$ cat config.mk
export PLATFORM = sky130hd
export DESIGN_NAME = tvda_ctrl
export DESIGN_NICKNAME = d
export VERILOG_FILES = /design/src/design/tvda_pkg.sv /design/src/design/tvda_ctrl.sv
export SDC_FILE = /design/constraint.sdc
export NUM_CORES = 1
export LEC_CHECK = 0
export BUFFER_PORTS_ARGS = -buffer_cell sky130_fd_sc_hd__clkbuf_2
export CAP_MARGIN = 25
export CORE_AREA = 2 2 39 41
export CTS_BUF_LIST = sky130_fd_sc_hd__clkbuf_4
export DETAILED_ROUTE_END_ITERATION = 8
export DIE_AREA = 0 0 41 43
export PLACE_DENSITY = 0.69
export SYNTH_ARGS = -nofsm -noshare
export SYNTH_HDL_FRONTEND = slang
export SYNTH_SLANG_ARGS = --single-unit
$ cat constraint.sdc
create_clock -name i_clk -period 1.3 [get_ports i_clk]
set_clock_uncertainty 0.15 [all_clocks]
set_input_delay 0.065 -clock i_clk [delete_from_list [all_inputs] [get_ports i_clk]]
set_output_delay 0.065 -clock i_clk [all_outputs]
set_load 0.05 [all_outputs]
$ cat src/design/tvda_pkg.sv
`timescale 1ns / 1ps
// shared types and constants of the terrain vertex dependency activate unit
// command codes, port widths and the controller/datapath command and status structs
package tvda_pkg;

    // fixed widths of the channel fields
    localparam int CMD_W   = 2;
    localparam int COORD_W = 9;
    localparam int COUNT_W = 17;

    // command codes carried by the cmd field (query and the spare code change nothing)
    localparam logic [CMD_W-1:0] CMD_CLEAR    = 2'd0;
    localparam logic [CMD_W-1:0] CMD_ACTIVATE = 2'd1;

    // controller to datapath
    typedef struct packed {
        logic take_in;     // latch the input word, reset count and stack
        logic rd_row;      // read the bitmap row of the target point
        logic save_prior;  // keep the target bit as the prior state
        logic wr_mark;     // set the target bit, push the target, count it
        logic clr_start;   // restart the row sweep counter
        logic clr_step;    // zero one bitmap row
        logic pop_rd;      // pop the stack top
        logic calc_nb;     // work out the two dependencies of the popped point
        logic load_n1;     // first dependency becomes the target
        logic load_n2;     // second dependency becomes the target
        logic out_load;    // load the result word
    } t_ctl;

    // datapath to controller
    typedef struct packed {
        logic [CMD_W-1:0] cmd;  // latched command
        logic hit;              // target in grid and already active
        logic tgt_ok;           // target lies in the grid
        logic full;             // stack holds its full depth
        logic empty;            // stack holds nothing
        logic clr_last;         // sweep is on the last row
        logic out_free;         // result register can take a word now
    } t_sts;

endpackage

$ cat src/design/tvda_ctrl.sv
`timescale 1ns / 1ps
// sequencer of the terrain vertex dependency activate unit
// uses tvda_pkg for the command/status structs and command codes
module tvda_ctrl (
    input  logic          i_clk,
    input  logic          i_rst_n,
    input  logic          i_valid,
    input  tvda_pkg::t_sts i_sts,
    output tvda_pkg::t_ctl o_ctl,
    output logic          o_busy
);
    import tvda_pkg::*;

    localparam logic [2:0] S_CLR  = 3'd0;
    localparam logic [2:0] S_IDLE = 3'd1;
    localparam logic [2:0] S_RD   = 3'd2;
    localparam logic [2:0] S_CHK  = 3'd3;
    localparam logic [2:0] S_POP  = 3'd4;
    localparam logic [2:0] S_POPW = 3'd5;
    localparam logic [2:0] S_NB   = 3'd6;
    localparam logic [2:0] S_DONE = 3'd7;

    // which point the read/check pair is visiting
    localparam logic [1:0] PH_HEAD = 2'd0;
    localparam logic [1:0] PH_N1   = 2'd1;
    localparam logic [1:0] PH_N2   = 2'd2;

    logic [2:0] r_state, n_state;
    logic [1:0] r_phase, n_phase;
    logic       r_boot, n_boot;
    logic       w_new;

    // a fresh dependency is marked only if it fits on the stack
    assign w_new  = i_sts.tgt_ok && !i_sts.hit && !i_sts.full;
    assign o_busy = (r_state != S_IDLE);

    // next state and commands
    always_comb begin
        n_state = r_state;
        n_phase = r_phase;
        n_boot  = r_boot;
        o_ctl   = '0;
        unique case (r_state)
            S_CLR: begin
                o_ctl.clr_step = 1'b1;
                if (i_sts.clr_last) begin
                    n_boot  = 1'b0;
                    n_state = r_boot ? S_IDLE : S_DONE;
                end
            end
            S_IDLE: begin
                if (i_valid) begin
                    o_ctl.take_in = 1'b1;
                    n_phase       = PH_HEAD;
                    n_state       = S_RD;
                end
            end
            S_RD: begin
                o_ctl.rd_row = 1'b1;
                n_state      = S_CHK;
            end
            S_CHK: begin
                case (r_phase)
                    PH_HEAD: begin
                        o_ctl.save_prior = 1'b1;
                        if (i_sts.cmd == CMD_CLEAR) begin
                            o_ctl.clr_start = 1'b1;
                            n_state         = S_CLR;
                        end else if (i_sts.cmd == CMD_ACTIVATE && w_new) begin
                            o_ctl.wr_mark = 1'b1;
                            n_state       = S_POP;
                        end else begin
                            n_state = S_DONE;
                        end
                    end
                    PH_N1: begin
                        o_ctl.wr_mark = w_new;
                        o_ctl.load_n2 = 1'b1;
                        n_phase       = PH_N2;
                        n_state       = S_RD;
                    end
                    default: begin
                        o_ctl.wr_mark = w_new;
                        n_state       = S_POP;
                    end
                endcase
            end
            S_POP: begin
                if (i_sts.empty) begin
                    n_state = S_DONE;
                end else begin
                    o_ctl.pop_rd = 1'b1;
                    n_state      = S_POPW;
                end
            end
            S_POPW: begin
                o_ctl.calc_nb = 1'b1;
                n_state       = S_NB;
            end
            S_NB: begin
                o_ctl.load_n1 = 1'b1;
                n_phase       = PH_N1;
                n_state       = S_RD;
            end
            S_DONE: begin
                if (i_sts.out_free) begin
                    o_ctl.out_load = 1'b1;
                    n_state        = S_IDLE;
                end
            end
            default: begin
                n_state = S_IDLE;
            end
        endcase
    end

    // state registers, the sweep after reset runs first
    always_ff @(posedge i_clk) begin
        if (!i_rst_n) begin
            r_state <= S_CLR;
            r_phase <= PH_HEAD;
            r_boot  <= 1'b1;
        end else begin
            r_state <= n_state;
            r_phase <= n_phase;
            r_boot  <= n_boot;
        end
    end

endmodule

==> results.md, run 1 <==
* Die Ht at 43 um
* Sum of negative setup slack at -960 ps
* Max FO, Critical Path at 5
* Number of port buffers at 22
* Biggest area consumer among synthesized cells: sky130_fd_sc_hd__dfxtp_1
* Buffers from clock root to sink, at most at 2
* Worst setup margin at -143 ps
* Final non-filler cell area at 0.00109 sq mm
* Die area at 0.00176 sq mm
* Area of the multi-input gates at 470 sq um
* CP Class: reg2out
* Cell chosen for the clock root: sky130_fd_sc_hd__clkbuf_4
* Failing checks: negative setup slack
* Post-route fraction of the period consumed by the critical path at 1.11
* Worst voltage drop across the vdd grid at 0.000963 V
* Initial detailed-routing violation count at 11
* Sequential cell area at 131 sq um
* Congestion Overflow GR at 0
* Path type of the worst min-delay path: in2reg
* Leak at 0.450 nW
* Growth of design area from synthesis to finish at 104%
* Time the worst path needs with I/O delays and setup at 1440 ps
* H-tree depth at 1
* Net Switching at 0.536 mW
* Internal portion of total power at 0.713 mW
* Number of flops mapped to enable cells by yosys at 0
* TritonCTS buffer count at 3
* Data required time of the critical path at 1090 ps
* Final routed DRC violation total at 0
* Placed insts at 114
* Max-cap violations at 0
* Fraction of layout instances using a drive strength above 1 at 0.583
* Top-area cell type share of the netlist area at 0.224
* Share of total power in the clock network at 0.143
* First-pass detailed-route iteration total at 4
* Async set-reset flop share out of synthesis at 0
* Clock network latency to the later pin of the worst-skew pair at 250 ps
* Transition at the pin with the smallest max-transition slack at 346 ps
* Cell area after placement at 771 sq um
* Mean Syn Cell Area at 7.24 sq um
* Clock-pin slew of the registers on the worst-case setup and hold paths at 50 ps
* CTS tree: built
* Final routed wire length divided by cell count at 14.7 um
* Summed instance area of the synthesized netlist at 536 sq um
* Global placer's final weighted congestion at 0.815
* Yosys reg bits at 6
* Critical path endpoint category: primary output
* Largest net degree at the start of global routing at 21
* Count of cell types in the netlist at 31
* Final setup fails at 12
* First-pass GRT wire length at 2880 um
* Top_reg_cell synth: sky130_fd_sc_hd__dfxtp_1
* Area inside the core boundary at 0.00138 sq mm
* Synthesis Warnings at 0
* Number of sinks on the clock net at 6
* Setup repair after global routing missed its margin: true
* Via Count at 690
* Layout net count at 121
* Cell Pwr Density at 1150 mW/mm^2
* Horizontal die dimension at 41 um
* Initial cell density of the core at 0.387
* Number of pins with negative max-slew slack in the final report at 0
* Boundary pin count at 23
* Final cell count without fillers at 124
* Sequential share of power at 0.201
* Status: finished with violations
* Global routing usage summed across all routing layers at 0.240
* Cells after synthesis at 74
* Via count of the first global-routing pass at 659
* Critical path arrival at 1230 ps
* Sequential share of the synthesized area at 0.224
* Sum of routed wire length over all layers at 1820 um
* Mapped Nets at 85
* Worst slew margin relative to its limit at 0.767
* Placed wire-length estimate at 1090 um
* Leading cell types by count after synthesis: 11 x sky130_fd_sc_hd__nand2_1, 8 x sky130_fd_sc_hd__nor2_1, 6 x sky130_fd_sc_hd__a21oi_1, 6 x sky130_fd_sc_hd__dfxtp_1, 5 x sky130_fd_sc_hd__nand2b_1
* Count leader, synth: sky130_fd_sc_hd__nand2_1
* Combinational share of power at 0.655
* Net switching fraction of the power at 0.429
* Element type at the critical path start: register
* Count of inserted antenna diode cells at 0
* Average via count per standard cell at 5.56
* Largest cells by area after synthesis: sky130_fd_sc_hd__dfxtp_1 22%, sky130_fd_sc_hd__nand2_1 7.7%, sky130_fd_sc_hd__buf_6 6.3%
* Antenna violations before repair at 0
* Count of nets left with antenna violations after detail routing at 0
* Final hold violation count at 0
* Floorplan row count at 14
* FILL cells at 88
* Max Fclk at 693 MHz
per-layer routing:
layer | part of all wire | GRT usage | vias to the layer above
met5 | 0 | 0 | -
met4 | 0.024 | 0.0933 | 0
met3 | 0.023 | 0.0471 | 7
met2 | 0.52 | 0.372 | 12
met1 | 0.43 | 0.313 | 347
li1 | - | - | 324
flip-flops by register name, indices dropped and copies added (netlist names):
signal and cells:
r_state 3, r_phase 2, r_boot 1
power by group through the flow:
stage               registers, mW  logic (mW)  clock network, mW
CTS                         0.246       0.723              0.180
global route                0.255       0.858              0.192
floorplan                   0.235       0.428                  0
finish                      0.251       0.818              0.179
global placement            0.241       0.550                  0
detailed placement          0.242       0.560                  0
cell usage in the layout, fill, tap and decap left out, types with 2 or more instances in the layout:
| master | n |
|---|---|
| sky130_fd_sc_hd__nand2_2 | 2 |
| sky130_fd_sc_hd__nor2_4 | 4 |
| sky130_fd_sc_hd__nor2b_1 | 2 |
| sky130_fd_sc_hd__nor3_4 | 3 |
| sky130_fd_sc_hd__a31oi_1 | 2 |
| sky130_fd_sc_hd__dfxtp_2 | 3 |
| sky130_fd_sc_hd__clkbuf_2 | 10 |
| sky130_fd_sc_hd__dlygate4sd3_1 | 3 |
| sky130_fd_sc_hd__clkbuf_8 | 3 |
| sky130_fd_sc_hd__buf_12 | 4 |
| sky130_fd_sc_hd__nand2_1 | 9 |
| sky130_fd_sc_hd__o21ai_0 | 3 |
| sky130_fd_sc_hd__buf_6 | 4 |
| sky130_fd_sc_hd__nand2b_1 | 3 |
| sky130_fd_sc_hd__nand2b_4 | 3 |
| sky130_fd_sc_hd__a21oi_1 | 5 |
| sky130_fd_sc_hd__o21ai_1 | 2 |
| sky130_fd_sc_hd__clkbuf_16 | 3 |
| sky130_fd_sc_hd__inv_1 | 2 |
| sky130_fd_sc_hd__nor2_1 | 4 |
| sky130_fd_sc_hd__dfxtp_4 | 2 |
| sky130_fd_sc_hd__clkbuf_4 | 3 |
| sky130_fd_sc_hd__buf_4 | 5 |
| sky130_fd_sc_hd__buf_8 | 5 |
final cells by class:
class,instances,area share
sequential,6,0.121
tap,16,0.0184
clock buffer,3,0.0207
inverter,3,0.0103
multi-input combinational,59,0.432
timing repair buffer,37,0.398
critical path, cell delays in order (launching register included):
cell and delay [ps]:
sky130_fd_sc_hd__dfxtp_4 360, sky130_fd_sc_hd__buf_6 140, sky130_fd_sc_hd__nor4b_4 260, sky130_fd_sc_hd__clkbuf_8 220
stage by stage:
step | power, mW | util | setup slack, ps | hold slack [ps]
2_1_floorplan | 0.663 | - | -324 | -16.3
3_3_place_gp | 0.792 | 0.557 | 16.3 | 151
3_5_place_dp | 0.802 | 0.557 | -17.3 | 163
4_1_cts | 1.15 | 0.742 | -140 | 17.1
5_1_grt | 1.30 | 0.788 | -187 | 72.6
6_report | 1.25 | 0.788 | -143 | 57.9
logic make-up after synthesis:
family / Yosys count / share of synthesized area
buffers and inverters: 9 / 0.121
and+or+nand+nor: 39 / 0.423
AOI/OAI and AO/OA: 20 / 0.231
DFF: 6 / 0.224
final timing paths:
kind                              to  depth (start not counted)               startpoint  slack, ps
min reg2reg      r_boot$_SDFFE_PN1P_                          2      r_boot$_SDFFE_PN1P_        310
min          r_state[0]$_SDFFE_PN0P_                          4                  i_valid         60
max reg2reg  r_state[1]$_SDFFE_PN0P_                          4  r_phase[0]$_SDFFE_PN0P_         20
max                         o_ctl[4]                          3  r_state[0]$_SDFFE_PN0P_       -140
repair_timing:
| action | in CTS | in global routing |
|---|---|---|
| pin swaps | 4 | 3 |
| hold buffers | 3 | 0 |
| buffers inserted | 3 | 0 |
| setup endpoints to repair | 13 | 15 |
| cloned | 0 | 1 |
| endpoints found under the hold margin | 6 | 0 |
| gates resized for setup | 41 | 12 |
Power figures use the tool's default switching activity.
==> run 2, diff against run 1 <==
--- a/config.mk
+++ b/config.mk
@@ -12,6 +12,7 @@
 export DETAILED_ROUTE_END_ITERATION = 8
 export DIE_AREA = 0 0 41 43
 export PLACE_DENSITY = 0.69
+export SETUP_SLACK_MARGIN = 0.02
 export SYNTH_ARGS = -nofsm -noshare
 export SYNTH_HDL_FRONTEND = slang
 export SYNTH_SLANG_ARGS = --single-unit
==> run 2 against run 1 <==
Effect of this change: the run still ends with negative setup slack left; hold slack better by 67 ps; first-iteration DRC count rose by 36%; flip-flop and latch count is the same; routed wire length up 30%; clock power is essentially flat; sequential share of layout area down 1.1 points; die area did not move; sequential power is essentially flat; via count up 5.2%; combinational power is 19% higher; critical path depth is the same; largest cell class unchanged; largest power group unchanged.
==> results.md, run 2 (same netlist as run 1, synthesis figures left out) <==
* Status: finished with violations
* Failing checks: negative setup slack
* Clock-pin slew of the registers on the worst-case setup and hold paths at 50 ps (about the same)
* Critical Path Max Stage Delay at 350 ps (about the same)
* Number of pins with negative max-slew slack in the final report at 0 (unchanged)
* Worst slew margin relative to its limit at 0.714 (-0.0528)
* Area inside the core boundary at 0.00138 sq mm (unchanged)
* Buffers from clock root to sink, at most at 2 (unchanged)
* Destination of the worst register-to-register timing path: r_state[1]$_SDFFE_PN0P_
* Fraction of layout instances using a drive strength above 1 at 0.703 (+0.119)
* Top Usage Layer GRT: met2
* Cell Pwr Density at 1150 mW/mm^2 (about the same)
* Number of sinks on the clock net at 6 (unchanged)
* Boundary pin count at 23 (unchanged)
* Final non-filler cell area at 0.00122 sq mm (+12%)
* Final routed wire length divided by cell count at 18.7 um (+27%)
* Final hold violation count at 0 (unchanged)
* Number of instances on the worst hold path at 4 (unchanged)
* Cell type of the slowest stage on the worst timing path: sky130_fd_sc_hd__dfxtp_2
* Count of nets left with antenna violations after detail routing at 0 (unchanged)
* Leak at 0.521 nW (+16%)
* Most common cell after layout, fill and taps aside: sky130_fd_sc_hd__clkbuf_2
* Final setup fails at 15 (+3)
* Layout net count at 124 (+2.5%)
* Time the worst path needs with I/O delays and setup at 1450 ps (+5.99 ps)
* Growth of design area from synthesis to finish at 129%
* Final worst hold slack at 125 ps (+66.9 ps)
* Worst-case hold path end point: r_state[1]$_SDFFE_PN0P_
* Placed wire-length estimate at 1090 um (unchanged)
* Count of inserted antenna diode cells at 0 (unchanged)
* Floorplan row count at 14 (unchanged)
* Number of port buffers at 22 (unchanged)
* Worst voltage drop across the vdd grid at 0.00109 V (+13%)
* Global-route met1 utilization at 0.313 (unchanged)
* Sum of routed wire length over all layers at 2370 um (+30%)
* Final total power at 1.40 mW (+12%)
* Cell chosen for the clock root: sky130_fd_sc_hd__clkbuf_4
* Antenna violations before repair at 0 (unchanged)
* Largest net degree at the start of global routing at 21 (unchanged)
* Sum of negative setup slack at -1080 ps (-121 ps)
* Final routed DRC violation total at 0 (unchanged)
* Setup repair after global routing missed its margin: true
* Critical path arrival at 1230 ps (about the same)
* Top reg by flops: r_state
* Via count of the first global-routing pass at 675 (+2.4%)
* Via Count at 726 (+5.2%)
* Critical path endpoint category: primary output
* Post-route fraction of the period consumed by the critical path at 1.11 (+0.00461)
* Global routing usage summed across all routing layers at 0.243 (+0.00302)
* Met3 layer usage reported by global route at 0.0471 (unchanged)
* CP Launch Point: r_state[2]$_SDFFE_PN0P_
* Initial detailed-routing violation count at 15 (+4)
* Max FO, Critical Path at 20 (+15)
* TritonCTS buffer count at 3 (unchanged)
* Sum of buffers and inverters on the critical path at 2 (unchanged)
* Placed insts at 114 (unchanged)
* Average via count per standard cell at 5.72 (+2.7%)
* Cell area after placement at 771 sq um (unchanged)
* Final core occ at 0.884 (+0.0967)
* Path type of the worst min-delay path: in2reg
* CTS tree: built
* Die area at 0.00176 sq mm (unchanged)
* Element type at the critical path start: register
* Die Ht at 43 um (unchanged)
* Post-place setup slack at -17.3 ps (unchanged)
* Source of the worst register-to-register timing path: r_state[2]$_SDFFE_PN0P_
* Highest-count cells in the layout ignoring fill and taps: 10 x sky130_fd_sc_hd__clkbuf_2, 7 x sky130_fd_sc_hd__nand2_1, 7 x sky130_fd_sc_hd__buf_8, 7 x sky130_fd_sc_hd__buf_6
* Max FFs per register at 3 (unchanged)
* Horizontal die dimension at 41 um (unchanged)
* First-pass detailed-route iteration total at 4 (unchanged)
* Reg2Reg Depth at 4 (unchanged)
* Transition at the pin with the smallest max-transition slack at 424 ps (+78.3 ps)
* Congestion Overflow GR at 0 (unchanged)
* Worst setup margin at -149 ps (-5.99 ps)
* Global placer's final weighted congestion at 0.815 (unchanged)
* Met2 global-route usage at 0.384 (+0.0125)
* Max Fclk at 690 MHz (-0.41%)
* Slack of the worst reg-to-reg path at -30 ps (-50 ps)
* Max-cap violations at 0 (unchanged)
* Data required time of the critical path at 1090 ps (about the same)
* Chain of cells forming the critical path: buf_12 > nor4b_4 > clkbuf_8
* Clock network latency to the later pin of the worst-skew pair at 250 ps (about the same)
* CP Class: reg2out
* Largest registers: r_state: 3 flops, r_phase: 2 flops, r_boot: 1 flops
* Initial cell density of the core at 0.387 (unchanged)
* Final cell count without fillers at 127 (+2.4%)
* First-pass GRT wire length at 2930 um (+1.7%)
* CP delay by family, top: buffers and inverters
* H-tree depth at 1 (unchanged)
* Startpoint of the worst hold path: i_sts[7]
==> run 2: cell count changes in the layout (fill, tap and decap cells not counted), sizes merged <==
| cell | delta |
|---|---|
| buf | +5 |
| clkbuf | -2 |
==> run 2: what timing repair did <==
action | CTS | global route
cloned | 0 | 1
endpoints found under the setup margin | 13 | 17
gates resized for setup | 45 | 38
pin swaps | 5 | 12
setup buffers | 3 | 3
hold buffers | 3 | 0
endpoints found under the hold margin | 6 | 0
==> run 2: area by class of cell <==
cell class | instances | area [sq um]
timing repair buffer | 40 | 470
clock buffer | 3 | 22.5
fill | 68 | 160
sequential | 6 | 134
inverter | 3 | 18.8
tap | 16 | 20.0
multi-input combinational | 59 | 558
==> run 2: worst register-to-register path: cells and delay by family, from the launching register on <==
kind                   cells  cell delay [ps]
buffers and inverters      1              160
AO/OA/AOI/OAI              3              620
flip-flops                 1              330
==> run 2: worst max path at each step <==
stage,to,cells after the start
after floorplan,o_ctl[6],4
after global routing,o_ctl[4],3
after detailed placement,r_state[1]$_SDFFE_PN0P_,4
after global placement,o_ctl[4],3
final,o_ctl[4],3
after CTS,o_ctl[4],3
==> run 2: metal layers <==
| layer | vias to the layer above | routed length (um) | part of all wire |
|---|---|---|---|
| li1 | 333 | - | - |
| met1 | 356 | 905 | 0.38 |
| met2 | 27 | 1300 | 0.55 |
| met3 | 10 | 83 | 0.035 |
| met4 | 0 | 82 | 0.035 |
| met5 | - | 0 | 0 |
==> run 2: power by group <==
part | internal [mW] | leakage (nW) | total, mW | switching, mW
Combinational | 0.459 | 0.455 | 0.973 | 0.514
Sequential | 0.214 | 0.0522 | 0.253 | 0.0385
Clock | 0.105 | 0.0138 | 0.176 | 0.0712
==> run 3, diff against run 2 <==
--- a/config.mk
+++ b/config.mk
@@ -11,6 +11,7 @@
 export CTS_BUF_LIST = sky130_fd_sc_hd__clkbuf_4
 export DETAILED_ROUTE_END_ITERATION = 8
 export DIE_AREA = 0 0 41 43
+export GPL_TIMING_DRIVEN = 0
 export PLACE_DENSITY = 0.69
 export SETUP_SLACK_MARGIN = 0.02
 export SYNTH_ARGS = -nofsm -noshare
==> run 3 against run 2 <==
Effect of this change: the run still ends with negative setup slack left; critical path depth up 2; sequential power about the same; global-route usage up 5.3 points; largest power group unchanged; maximum frequency down 9.0%; routed wire length up 37%; sequential share of layout area down 0.57 points; die area unchanged; cell count up 7.1%; count of clock-buffer cells in the layout unchanged; cell area up 3.5%; flip-flop and latch count unchanged.
==> results.md, run 3 (same netlist as run 1, synthesis figures left out) <==
* Area inside the core boundary at 0.00138 sq mm (unchanged)
* FILL cells at 55 (-19%)
* H-tree depth at 1 (unchanged)
* Cell chosen for the clock root: sky130_fd_sc_hd__clkbuf_4
* Critical path endpoint category: register
* Setup repair after global routing missed its margin: true
* Boundary pin count at 23 (unchanged)
* TritonCTS buffer count at 3 (unchanged)
* Final routed wire length divided by cell count at 23.8 um (+28%)
* Largest net degree at the start of global routing at 11 (-48%)
* Via count of the first global-routing pass at 736 (+9.0%)
* Final routed DRC violation total at 0 (unchanged)
* CP Class: reg2reg
* Final setup fails at 18 (+3)
* Die area at 0.00176 sq mm (unchanged)
* Chain of cells forming the critical path: buf_8 > buf_8 > buf_6 > o41ai_1 > a31oi_1
* Max Fclk at 628 MHz (-9.0%)
* Path type of the worst min-delay path: in2reg
* Failing checks: negative setup slack
* Top reg by flops: r_state
* Startpoint of the worst hold path: i_sts[0]
* Post-place setup slack at -141 ps (-124 ps)
* Reg2Reg Depth at 5 (+1)
* Clock-pin slew of the registers on the worst-case setup and hold paths at 60 ps (about the same)
* Fraction of layout instances using a drive strength above 1 at 0.700 (-0.00270)
* Slack of the worst reg-to-reg path at -290 ps (-260 ps)
* Congestion Overflow GR at 0 (unchanged)
* Number of pins with negative max-slew slack in the final report at 0 (unchanged)
* Count of nets left with antenna violations after detail routing at 0 (unchanged)
* Floorplan row count at 14 (unchanged)
* Post-route fraction of the period consumed by the critical path at 1.23 (+0.111)
* Source of the worst register-to-register timing path: r_state[0]$_SDFFE_PN0P_
* Transition at the pin with the smallest max-transition slack at 437 ps (+13.1 ps)
* Layout net count at 133 (+7.3%)
* First-pass detailed-route iteration total at 4 (unchanged)
* Via Count at 825 (+14%)
* Worst setup margin at -293 ps (-144 ps)
* Buffers from clock root to sink, at most at 2 (unchanged)
* Most common cell on crit path: sky130_fd_sc_hd__buf_8
* Placed insts at 112 (-1.8%)
* Number of sinks on the clock net at 6 (unchanged)
* Final hold violation count at 0 (unchanged)
* Sum of buffers and inverters on the critical path at 3 (+1)
* Status: finished with violations
* Growth of design area from synthesis to finish at 136%
* Worst slew margin relative to its limit at 0.705 (-0.00955)
* Largest registers: r_state: 3 flops, r_phase: 2 flops, r_boot: 1 flops
* CP delay by family, top: compound AO/OA/AOI/OAI gates
* Number of instances on the worst hold path at 4 (unchanged)
* Global routing usage summed across all routing layers at 0.296 (+0.0534)
* Cell Pwr Density at 1180 mW/mm^2 (+2.7%)
* Initial detailed-routing violation count at 44 (+29)
* Average via count per standard cell at 6.07 (+6.1%)
* Max FO, Critical Path at 6 (-70%)
* Max-cap violations at 0 (unchanged)
* Sum of routed wire length over all layers at 3240 um (+37%)
* Die Ht at 43 um (unchanged)
* Critical path arrival at 1570 ps (+340 ps)
* Initial cell density of the core at 0.387 (unchanged)
* Global placer's final weighted congestion at 0.818 (+0.42%)
* Highest-count cells in the layout ignoring fill and taps: 14 x sky130_fd_sc_hd__buf_4, 10 x sky130_fd_sc_hd__clkbuf_2, 9 x sky130_fd_sc_hd__buf_8, 6 x sky130_fd_sc_hd__nand2_1
* Antenna violations before repair at 0 (unchanged)
* Destination of the worst register-to-register timing path: r_state[0]$_SDFFE_PN0P_
* Leak at 0.545 nW (+4.7%)
* Placed wire-length estimate at 987 um (-9.5%)
* Clock network latency to the later pin of the worst-skew pair at 270 ps (+20 ps)
* Worst-case hold path end point: r_state[2]$_SDFFE_PN0P_
* Critical Path Max Stage Delay at 440 ps (+90 ps)
* Number of port buffers at 22 (unchanged)
* Time the worst path needs with I/O delays and setup at 1590 ps (+144 ps)
* CTS tree: built
* First-pass GRT wire length at 3460 um (+18%)
* Count of inserted antenna diode cells at 0 (unchanged)
* Data required time of the critical path at 1280 ps (+190 ps)
* Most common cell after layout, fill and taps aside: sky130_fd_sc_hd__buf_4
* Final cell count without fillers at 136 (+7.1%)
* Horizontal die dimension at 41 um (unchanged)
* Element type at the critical path start: register
* Worst voltage drop across the vdd grid at 0.000806 V (-26%)
* Cell type of the slowest stage on the worst timing path: sky130_fd_sc_hd__o41ai_1
* Max FFs per register at 3 (unchanged)
## run 3: final cells by class
class | instances | area, sq um | area share
multi-input cells | 59 | 505 | 0.399
plain buffers | 6 | 87.6 | 0.0692
inverters | 3 | 11.3 | 0.00889
clock buffers | 3 | 22.5 | 0.0178
flip-flops and latches | 6 | 131 | 0.104
well taps | 16 | 20.0 | 0.0158
repair buffers | 43 | 488 | 0.385
## run 3: metrics by stage
step                power (mW)   util  hold WS [ps]  setup TNS, ps  cell area (sq um)
floorplan                0.663      -         -16.3          -1240                596
global placement         0.763  0.524           158           -333                726
detailed placement       0.765  0.524           160           -388                726
CTS                       1.26  0.831          5.09          -1810               1150
global route              1.53  0.915          69.7          -4000               1270
finish                    1.49  0.915          39.9          -3430               1270
## run 3: layer usage
layer / track usage / up-vias / wire (um)
li1: - / 354 / -
met4: 0.0867 / 0 / 150
met1: 0.332 / 393 / 1190
met3: 0.0995 / 15 / 290
met5: 0 / - / 0
met2: 0.500 / 63 / 1610
## run 3: worst max-delay path by stage
stage	from	end	slack, ps	depth (start not counted)
floorplan	r_state[0]$_SDFFE_PN0P_	o_ctl[6]	-320	4
global placement	r_state[0]$_SDFFE_PN0P_	o_ctl[6]	-130	5
CTS	r_state[0]$_SDFFE_PN0P_	o_ctl[6]	-180	5
global route	r_state[2]$_SDFFE_PN0P_	r_state[0]$_SDFFE_PN0P_	-430	6
detailed placement	r_state[0]$_SDFFE_PN0P_	o_ctl[6]	-140	5
finish	r_state[0]$_SDFFE_PN0P_	r_state[0]$_SDFFE_PN0P_	-290	5
## run 3: power breakdown
group / switching [mW] / internal (mW) / leakage (nW)
logic: 0.543 / 0.500 / 0.480
clock network: 0.0886 / 0.106 / 0.0138
registers: 0.0398 / 0.213 / 0.0518
## run 3: what timing repair did
action,CTS,global route
hold buffers,2,0
resized for setup,47,28
gates cloned,1,0
buffers inserted,16,2
endpoints found under the setup margin,13,18
pin swaps,8,5
endpoints found under the hold margin,6,0
## run 3: worst register-to-register path, stage by stage (launching register included)
cell and delay [ps]:
sky130_fd_sc_hd__dfxtp_2 340, sky130_fd_sc_hd__buf_8 140, sky130_fd_sc_hd__buf_8 140, sky130_fd_sc_hd__buf_6 140
sky130_fd_sc_hd__o41ai_1 440, sky130_fd_sc_hd__a31oi_1 110
